### src/hdl/cli_pkg.sv
// Types and codes shared by the circular list insert/delete block.
package cli_pkg;

  localparam int DATA_W = 32;

  typedef logic [1:0] req_t;
  typedef logic [1:0] status_t;

  localparam req_t REQ_FRONT  = 2'd0;
  localparam req_t REQ_BACK   = 2'd1;
  localparam req_t REQ_DELETE = 2'd2;

  localparam status_t STAT_OK       = 2'd0;
  localparam status_t STAT_FULL     = 2'd1;
  localparam status_t STAT_EMPTY    = 2'd2;
  localparam status_t STAT_NOTFOUND = 2'd3;

  typedef enum logic [2:0] {
    S_IDLE,
    S_SRCH0,
    S_SRCH,
    S_SHIFT,
    S_RESP
  } state_t;

endpackage

### src/hdl/circular_list_insert_delete_top.sv
// Circular list insert/delete: ordered list of signed words in a ring RAM,
// with front index and entry count. One request is taken at a time. An insert
// (front or back), a delete of an empty list and an unused request code go
// straight to S_RESP, which registers their result word once the output
// register is free. A delete walks the list from the front, one RAM read a
// cycle, then moves each later entry down one place, one read and one write a
// cycle. The single read port of the ring RAM and the shared slot adder set
// this pace. in_stall stays high from acceptance until the result word is
// registered; a registered result may wait on out_stall while the next request
// is accepted. The RAM is not cleared; only live entries are read.
module circular_list_insert_delete_top #(
  parameter int CAPACITY = 16
) (
  input  logic                             clk,
  input  logic                             rst_n,
  input  logic                             in_valid,
  output logic                             in_stall,
  input  cli_pkg::req_t                    in_req_type,
  input  logic signed [cli_pkg::DATA_W-1:0] in_value,
  output logic                             out_valid,
  input  logic                             out_stall,
  output cli_pkg::status_t                 out_status,
  output logic [$clog2(CAPACITY+1)-1:0]    out_entry_count
);

  import cli_pkg::*;

  localparam int IW = $clog2(CAPACITY);
  localparam int CW = $clog2(CAPACITY + 1);
  localparam int SW = IW + 1;

  state_t              state_r, state_nxt;
  logic [IW-1:0]       front_r, front_nxt;
  logic [CW-1:0]       count_r, count_nxt;
  logic [CW-1:0]       scan_r, scan_nxt;
  logic [IW-1:0]       wslot_r, wslot_nxt;
  logic [IW-1:0]       last_slot_r, last_slot_nxt;
  logic [DATA_W-1:0]   value_r, value_nxt;
  status_t             status_r, status_nxt;
  logic                out_valid_r, out_valid_nxt;
  status_t             out_status_r, out_status_nxt;
  logic [CW-1:0]       out_count_r, out_count_nxt;

  logic [CW-1:0]       pos_sel;
  logic [SW-1:0]       slot_sum;
  logic [IW-1:0]       slot;
  logic [IW-1:0]       front_dec;
  logic                full;
  logic                ram_we;
  logic [IW-1:0]       ram_waddr;
  logic [DATA_W-1:0]   ram_wdata;
  logic [DATA_W-1:0]   rd_data;

  cli_ram #(
    .WIDTH (DATA_W),
    .DEPTH (CAPACITY)
  ) u_ram (
    .clk   (clk),
    .we    (ram_we),
    .waddr (ram_waddr),
    .wdata (ram_wdata),
    .raddr (slot),
    .rdata (rd_data)
  );

  assign pos_sel   = (state_r == S_IDLE) ? count_r : scan_r;
  assign slot_sum  = SW'(front_r) + SW'(pos_sel);
  assign slot      = (slot_sum >= SW'(CAPACITY)) ? IW'(slot_sum - SW'(CAPACITY))
                                                 : IW'(slot_sum);
  assign front_dec = (front_r == '0) ? IW'(CAPACITY - 1) : front_r - IW'(1);
  assign full      = (count_r >= CW'(CAPACITY));

  always_ff @(posedge clk) begin
    if (!rst_n) begin
      state_r     <= S_IDLE;
      front_r     <= '0;
      count_r     <= '0;
      out_valid_r <= 1'b0;
    end else begin
      state_r     <= state_nxt;
      front_r     <= front_nxt;
      count_r     <= count_nxt;
      out_valid_r <= out_valid_nxt;
    end
  end

  always_ff @(posedge clk) begin
    scan_r       <= scan_nxt;
    wslot_r      <= wslot_nxt;
    last_slot_r  <= last_slot_nxt;
    value_r      <= value_nxt;
    status_r     <= status_nxt;
    out_status_r <= out_status_nxt;
    out_count_r  <= out_count_nxt;
  end

  always_comb begin
    state_nxt      = state_r;
    front_nxt      = front_r;
    count_nxt      = count_r;
    scan_nxt       = scan_r;
    wslot_nxt      = wslot_r;
    last_slot_nxt  = last_slot_r;
    value_nxt      = value_r;
    status_nxt     = status_r;
    out_valid_nxt  = out_valid_r && out_stall;
    out_status_nxt = out_status_r;
    out_count_nxt  = out_count_r;
    ram_we         = 1'b0;
    ram_waddr      = slot;
    ram_wdata      = value_r;
    in_stall       = (state_r != S_IDLE);

    unique case (state_r)
      S_IDLE: begin
        if (in_valid) begin
          value_nxt  = in_value;
          status_nxt = STAT_OK;
          state_nxt  = S_RESP;
          unique case (in_req_type)
            REQ_FRONT: begin
              if (full) begin
                status_nxt = STAT_FULL;
              end else begin
                ram_we    = 1'b1;
                ram_waddr = front_dec;
                ram_wdata = in_value;
                front_nxt = front_dec;
                count_nxt = count_r + CW'(1);
              end
            end
            REQ_BACK: begin
              if (full) begin
                status_nxt = STAT_FULL;
              end else begin
                ram_we    = 1'b1;
                ram_waddr = slot;
                ram_wdata = in_value;
                count_nxt = count_r + CW'(1);
              end
            end
            REQ_DELETE: begin
              if (count_r == '0) begin
                status_nxt = STAT_EMPTY;
              end else begin
                scan_nxt  = '0;
                state_nxt = S_SRCH0;
              end
            end
            default: begin
              status_nxt = STAT_OK;
            end
          endcase
        end
      end
      S_SRCH0: begin
        last_slot_nxt = slot;
        scan_nxt      = scan_r + CW'(1);
        state_nxt     = S_SRCH;
      end
      S_SRCH: begin
        if (rd_data == value_r) begin
          if (scan_r < count_r) begin
            wslot_nxt     = last_slot_r;
            last_slot_nxt = slot;
            scan_nxt      = scan_r + CW'(1);
            state_nxt     = S_SHIFT;
          end else begin
            count_nxt  = count_r - CW'(1);
            status_nxt = STAT_OK;
            state_nxt  = S_RESP;
          end
        end else if (scan_r == count_r) begin
          status_nxt = STAT_NOTFOUND;
          state_nxt  = S_RESP;
        end else begin
          last_slot_nxt = slot;
          scan_nxt      = scan_r + CW'(1);
        end
      end
      S_SHIFT: begin
        ram_we    = 1'b1;
        ram_waddr = wslot_r;
        ram_wdata = rd_data;
        if (scan_r < count_r) begin
          wslot_nxt     = last_slot_r;
          last_slot_nxt = slot;
          scan_nxt      = scan_r + CW'(1);
        end else begin
          count_nxt  = count_r - CW'(1);
          status_nxt = STAT_OK;
          state_nxt  = S_RESP;
        end
      end
      S_RESP: begin
        if (!out_valid_r || !out_stall) begin
          out_valid_nxt  = 1'b1;
          out_status_nxt = status_r;
          out_count_nxt  = count_r;
          state_nxt      = S_IDLE;
        end
      end
      default: begin
        state_nxt = S_IDLE;
      end
    endcase
  end

  assign out_valid       = out_valid_r;
  assign out_status      = out_status_r;
  assign out_entry_count = out_count_r;

`ifndef SYNTHESIS
  a_count_bound: assert property (@(posedge clk) disable iff (!rst_n)
    count_r <= CW'(CAPACITY))
    else $error("entry count above capacity");

  a_count_step: assert property (@(posedge clk) disable iff (!rst_n)
    $past(rst_n) && (count_r != $past(count_r)) |->
      (count_r == $past(count_r) + CW'(1)) || (count_r == $past(count_r) - CW'(1)))
    else $error("entry count moved by more than one");

  a_scan_bound: assert property (@(posedge clk) disable iff (!rst_n)
    (state_r == S_SRCH) || (state_r == S_SHIFT) |-> scan_r <= count_r)
    else $error("scan position beyond list");

  a_word_source: assert property (@(posedge clk) disable iff (!rst_n)
    $past(rst_n) && $rose(out_valid_r) |-> $past(state_r) == S_RESP)
    else $error("result word raised outside response state");
`endif

endmodule

### src/hdl/cli_ram.sv
// Generic simple dual-port RAM: one write port, one registered read port.
module cli_ram #(
  parameter int WIDTH = 32,
  parameter int DEPTH = 16
) (
  input  logic                                    clk,
  input  logic                                    we,
  input  logic [(DEPTH > 1 ? $clog2(DEPTH) : 1)-1:0] waddr,
  input  logic [WIDTH-1:0]                        wdata,
  input  logic [(DEPTH > 1 ? $clog2(DEPTH) : 1)-1:0] raddr,
  output logic [WIDTH-1:0]                        rdata
);

  logic [WIDTH-1:0] mem [DEPTH];

  always_ff @(posedge clk) begin
    if (we) begin
      mem[waddr] <= wdata;
    end
    rdata <= mem[raddr];
  end

endmodule

### config.mk
export PLATFORM = sky130hd
export DESIGN_NAME = circular_list_insert_delete_top
export DESIGN_NICKNAME = d
export VERILOG_FILES = /design/src/hdl/cli_pkg.sv /design/src/hdl/circular_list_insert_delete_top.sv /design/src/hdl/cli_ram.sv
export SDC_FILE = /design/constraint.sdc
export NUM_CORES = 1
export LEC_CHECK = 0
export BUFFER_PORTS_ARGS = -buffer_cell sky130_fd_sc_hd__buf_2
export CAP_MARGIN = 20
export CORE_ASPECT_RATIO = 1.75
export CORE_MARGIN = 2
export CORE_UTILIZATION = 32
export CTS_BUF_LIST = sky130_fd_sc_hd__clkbuf_4
export CTS_CLUSTER_DIAMETER = 150
export DETAILED_ROUTE_END_ITERATION = 16
export SYNTH_ARGS = -nofsm -noshare
export SYNTH_HDL_FRONTEND = slang
export SYNTH_SLANG_ARGS = --single-unit
### constraint.sdc
create_clock -name clk -period 9.3 [get_ports clk]
set_input_delay 1.395 -clock clk [delete_from_list [all_inputs] [get_ports clk]]
set_output_delay 1.395 -clock clk [all_outputs]
set_load 0.01 [all_outputs]
==> metrics.txt <==
# TYPE chip_impl_metric gauge
chip_impl_info{name="mostFrequentLayoutCells",value="566 x sky130_fd_sc_hd__edfxtp_1, 198 x sky130_fd_sc_hd__clkbuf_4, 160 x sky130_fd_sc_hd__nand2_1"} 1
chip_impl_metric{name="dpl_worst_slack",unit="ns"} 4.16
chip_impl_metric{name="peakVddDrop",unit="uV"} 89.0
chip_impl_info{name="worstSetupEndpointType",value="flop"} 1
chip_impl_info{name="synthDominantAreaCellType",value="sky130_fd_sc_hd__edfxtp_1"} 1
chip_impl_metric{name="clk-insertion-delay-late",unit="ns"} 0.93
chip_impl_info{name="worst-setup-path-type",value="reg2reg"} 1
chip_impl_metric{name="synthesis.area_per_instance",unit="um2"} 18.3
chip_impl_metric{name="endpoints_failing_hold",unit=""} 0
chip_impl_info{name="tritoncts_clock_tree",value="done"} 1
chip_impl_metric{name="worst_slew_margin_relative_to_its_limit",unit=""} 0.286
chip_impl_metric{name="slew_viol_final",unit=""} 0
chip_impl_metric{name="synth_seq_cells",unit=""} 611
chip_impl_metric{name="drc_errors",unit=""} 0
chip_impl_metric{name="yosys-mux-area-fraction",unit=""} 0.124
chip_impl_metric{name="synthesis.area",unit="mm2"} 0.0243
chip_impl_metric{name="synth-adder-area-share",unit=""} 0.00887
chip_impl_metric{name="route.final.wire_length",unit="um"} 61000
chip_impl_metric{name="yosysWarningCount",unit=""} 0
chip_impl_info{name="worst_path_max_delay_cell",value="sky130_fd_sc_hd__buf_4"} 1
chip_impl_metric{name="ios",unit=""} 47
chip_impl_info{name="worst_flop_to_flop_path_endpoint",value="u_ram.mem[6][31]$_DFFE_PP_"} 1
chip_impl_metric{name="synth_sequential_area_ratio",unit=""} 0.738
chip_impl_metric{name="cp_num_buf_inv",unit=""} 2
chip_impl_metric{name="cts.clk_slew.worst_paths",unit="ns"} 0.08
chip_impl_metric{name="clock_skew",unit="ns"} 0.0829
chip_impl_metric{name="timing.reg2reg.setup_slack",unit="ns"} 4.18
chip_impl_metric{name="multiInputGateArea",unit="mm2"} 0.00616
chip_impl_metric{name="final_util",unit=""} 0.368
chip_impl_metric{name="area.growth.synth_to_final",unit="%"} 13.9
chip_impl_metric{name="drv_cap",unit=""} 0
chip_impl_metric{name="asyncSetResetFlopFracSynth",unit=""} 0
chip_impl_metric{name="timing.final.setup_violations",unit=""} 0
chip_impl_metric{name="fin_crit_sh",unit=""} 0.551
chip_impl_metric{name="static-leakage-power",unit="nW"} 9.06
chip_impl_metric{name="xor_and_xnor_area_share_after_synthesis",unit=""} 0.0154
chip_impl_metric{name="buffer_ports.inserted",unit=""} 46
chip_impl_metric{name="post_cts_resize_count",unit=""} 0
chip_impl_metric{name="ff2ff_path_depth",unit=""} 11
chip_impl_metric{name="synth_compound_area_frac",unit=""} 0.0461
chip_impl_metric{name="fmaxAchievable",unit="GHz"} 0.195
chip_impl_info{name="crit_chain",value="or3_4, o21ai_0, ha_1, a21o_1, a21oi_1, xnor3_2, buf_4, o211ai_2, nand2b_1, nor2_4, buf_4"} 1
chip_impl_metric{name="effective_utilization_at_floorplan",unit=""} 0.323
chip_impl_info{name="outcome",value="completed"} 1
chip_impl_metric{name="clockBufferDepth",unit=""} 3
chip_impl_info{name="crit-reg2reg-launch",value="state_r[1]$_SDFFE_PN0P_"} 1
chip_impl_metric{name="rows",unit=""} 133
chip_impl_metric{name="first_pass_iters",unit=""} 5
chip_impl_metric{name="grt_util_all_layers",unit=""} 0.159
chip_impl_metric{name="grt_antenna_before_repair",unit=""} 3
chip_impl_metric{name="die-height",unit="um"} 368
chip_impl_metric{name="postSynthNetCount",unit=""} 1378
chip_impl_info{name="startpoint_of_the_tightest_hold_check_path",value="last_slot_r[0]$_DFFE_PP_"} 1
chip_impl_metric{name="finalWorstPathRequiredPeriod",unit="ns"} 5.12
chip_impl_metric{name="seqCellArea",unit="mm2"} 0.0179
chip_impl_metric{name="grt_overflow",unit=""} 0
chip_impl_info{name="path_delay_family",value="simple AND/OR/NAND/NOR gates"} 1
chip_impl_metric{name="finalWeightedCongestion",unit=""} 0.832
chip_impl_metric{name="cts_setup_buffers",unit=""} 0
chip_impl_metric{name="routedWlPerCell",unit="um"} 23.6
chip_impl_metric{name="power-per-cell-area",unit="mW/mm2"} 225
chip_impl_info{name="synth_area_leaders",value="sky130_fd_sc_hd__edfxtp_1 70%, sky130_fd_sc_hd__mux4_2 12%, sky130_fd_sc_hd__dfxtp_1 3.7%"} 1
chip_impl_metric{name="final.fill_count",unit=""} 6961
chip_impl_metric{name="required",unit="ns"} 9.81
chip_impl_info{name="synth_flop_cell",value="sky130_fd_sc_hd__edfxtp_1"} 1
chip_impl_metric{name="drive_gt1_frac",unit=""} 0.294
chip_impl_metric{name="tightestPinTransition",unit="ns"} 1.07
chip_impl_metric{name="finalSetupTns",unit="ns"} 0
chip_impl_metric{name="detail-route-antenna-nets",unit=""} 0
chip_impl_metric{name="route.vias.total",unit=""} 13000
chip_impl_metric{name="die-area",unit="mm2"} 0.0781
chip_impl_metric{name="hold-worst-slack",unit="ns"} 0.405
chip_impl_metric{name="fraction_of_the_mapped_netlist_area_in_simple_logic_gates",unit=""} 0.0531
chip_impl_metric{name="grt_max_degree",unit=""} 67
chip_impl_metric{name="crit_fanout",unit=""} 66
chip_impl_metric{name="routed_via_density",unit=""} 5.04
chip_impl_metric{name="post_synth_edffs",unit=""} 566
chip_impl_metric{name="finalWorstSetupSlack",unit="ns"} 4.18
chip_impl_metric{name="tritoncts.num_buffers",unit=""} 132
chip_impl_metric{name="layout.nets",unit=""} 1522
chip_impl_metric{name="cts_hold_repair.buffers",unit=""} 0
chip_impl_info{name="timing.hold.worst.class",value="reg2reg"} 1
chip_impl_metric{name="fp.coreArea",unit="mm2"} 0.0751
chip_impl_info{name="worst_hold_path.endpoint",value="wslot_r[0]$_DFFE_PP_"} 1
chip_impl_metric{name="post-route-cell-area",unit="mm2"} 0.0276
chip_impl_metric{name="floorplan.die.width",unit="um"} 212
chip_impl_metric{name="arrival",unit="ns"} 5.63
chip_impl_metric{name="hold_path_depth",unit=""} 0
chip_impl_metric{name="drt_first_iter_violations",unit=""} 995
chip_impl_metric{name="postSynthCellCount",unit=""} 1324
chip_impl_metric{name="detailed_place_hpwl",unit="um"} 34100
chip_impl_metric{name="cts.htree.levels",unit=""} 4
chip_impl_info{name="synth_top_family_by_area",value="multiplexers"} 1
chip_impl_info{name="timing.critical_path.from_type",value="flop"} 1
chip_impl_info{name="mostFrequentLayoutCell",value="sky130_fd_sc_hd__edfxtp_1"} 1
chip_impl_info{name="clock_root_cell",value="sky130_fd_sc_hd__clkbuf_4"} 1
chip_impl_metric{name="global_route_wire_length_before_repair",unit="um"} 89900
chip_impl_metric{name="cts.sinks",unit=""} 611
chip_impl_metric{name="post_dp_cell_area",unit="mm2"} 0.0259
chip_impl_metric{name="synth_top_cell_area_share",unit=""} 0.700
chip_impl_metric{name="first_global_vias",unit=""} 14000
chip_impl_info{name="grt_setup_unrepaired",value="false"} 1
chip_impl_info{name="worst_path_most_repeated_cell",value="sky130_fd_sc_hd__buf_4"} 1
chip_impl_metric{name="slowest_delay",unit="ns"} 0.69
chip_impl_metric{name="synth.distinct_cells",unit=""} 64
-- worst max-delay path by stage --
stage | startpoint | endpoint | slack, ns | depth (start not counted)
after CTS | state_r[1]$_SDFFE_PN0P_ | u_ram.mem[6][31]$_DFFE_PP_ | 4.11 | 11
after detailed placement | state_r[1]$_SDFFE_PN0P_ | u_ram.mem[6][31]$_DFFE_PP_ | 4.16 | 11
final | state_r[1]$_SDFFE_PN0P_ | u_ram.mem[6][31]$_DFFE_PP_ | 4.18 | 11
after global routing | state_r[1]$_SDFFE_PN0P_ | u_ram.mem[6][31]$_DFFE_PP_ | 3.88 | 11
after floorplan | in_req_type[1] | u_ram.mem[10][0]$_DFFE_PP_ | 3.61 | 6
after global placement | state_r[1]$_SDFFE_PN0P_ | u_ram.mem[1][29]$_DFFE_PP_ | 4.20 | 10
-- Yosys cell counts, drive strengths merged (2+ instances only) --
master	number
and3	4
xor2	33
a31oi	35
buf	19
or3	5
and2	34
xnor2	5
mux2i	7
nor2b	6
a211oi	34
nand2	160
o2bb2ai	2
o21a	2
o31ai	2
nand4	3
ha	14
fa	2
o22ai	2
nor2	28
or3b	2
nand2b	5
nor3b	4
nor3	8
o21ai	10
o31a	3
nor4	9
a22oi	32
edfxtp	566
a21oi	15
inv	14
clkbuf	50
nand3	7
a21o	4
mux2	3
a21boi	4
mux4	128
o21ba	2
dfxtp	45
-- state kept, by name (all words and copies together) (netlist names), 3 cells and up --
name and flops:
count_r 5, value_r 32, wslot_r 4, u_ram.rdata 32
state_r 3, scan_r 5, last_slot_r 4, front_r 4
out_entry_count 5, u_ram.mem 512
-- logic make-up after synthesis --
kind of cell	after synthesis
flip-flops	611
XOR/XNOR	39
AND/OR/NAND/NOR	279
adder cells (fa/ha/maj)	16
buffers and inverters	83
multiplexers	138
AO/OA/AOI/OAI	158
-- worst register-to-register path, cell delays in order (launching register included) --
cell                       delay, ns
sky130_fd_sc_hd__dfxtp_1        0.45
sky130_fd_sc_hd__or3_4          0.54
sky130_fd_sc_hd__o21ai_0        0.27
sky130_fd_sc_hd__ha_1           0.29
sky130_fd_sc_hd__a21o_1         0.15
sky130_fd_sc_hd__a21oi_1        0.25
sky130_fd_sc_hd__xnor3_2        0.27
sky130_fd_sc_hd__buf_4          0.69
sky130_fd_sc_hd__o211ai_2       0.27
sky130_fd_sc_hd__nand2b_1       0.38
sky130_fd_sc_hd__nor2_4         0.65
sky130_fd_sc_hd__buf_4          0.52
-- cell type report --
cell class,count,share of cell area
inverter,14,0.00190
tap,1012,0.0458
antenna,1,0.0000906
multi-input combinational,630,0.223
sequential,611,0.648
timing repair buffer,79,0.0198
clock buffer,198,0.0538
clock inverter,35,0.00788
-- stage by stage --
| stage | cells | total power [W] |
|---|---|---|
| floorplan | 1324 | 0.00391 |
| global placement | 2341 | 0.00420 |
| detailed placement | 2344 | 0.00422 |
| CTS | 2577 | 0.00629 |
| global route | 2580 | 0.00648 |
| finish | 2580 | 0.00621 |
-- where the power goes --
group          internal (W)  leakage [nW]  switching (W)  total, W
Clock               0.00103          1.01        0.00102   0.00206
Combinational      0.000361          2.54       0.000529  0.000890
Sequential          0.00318          5.51      0.0000776   0.00326
-- routing by layer --
| metal | part of all wire | GRT usage |
|---|---|---|
| met5 | 0.00021 | 0 |
| met2 | 0.55 | 0.295 |
| met3 | 0.049 | 0.0297 |
| met1 | 0.36 | 0.176 |
| met4 | 0.033 | 0.0697 |
(Power assumes the default switching activity.)
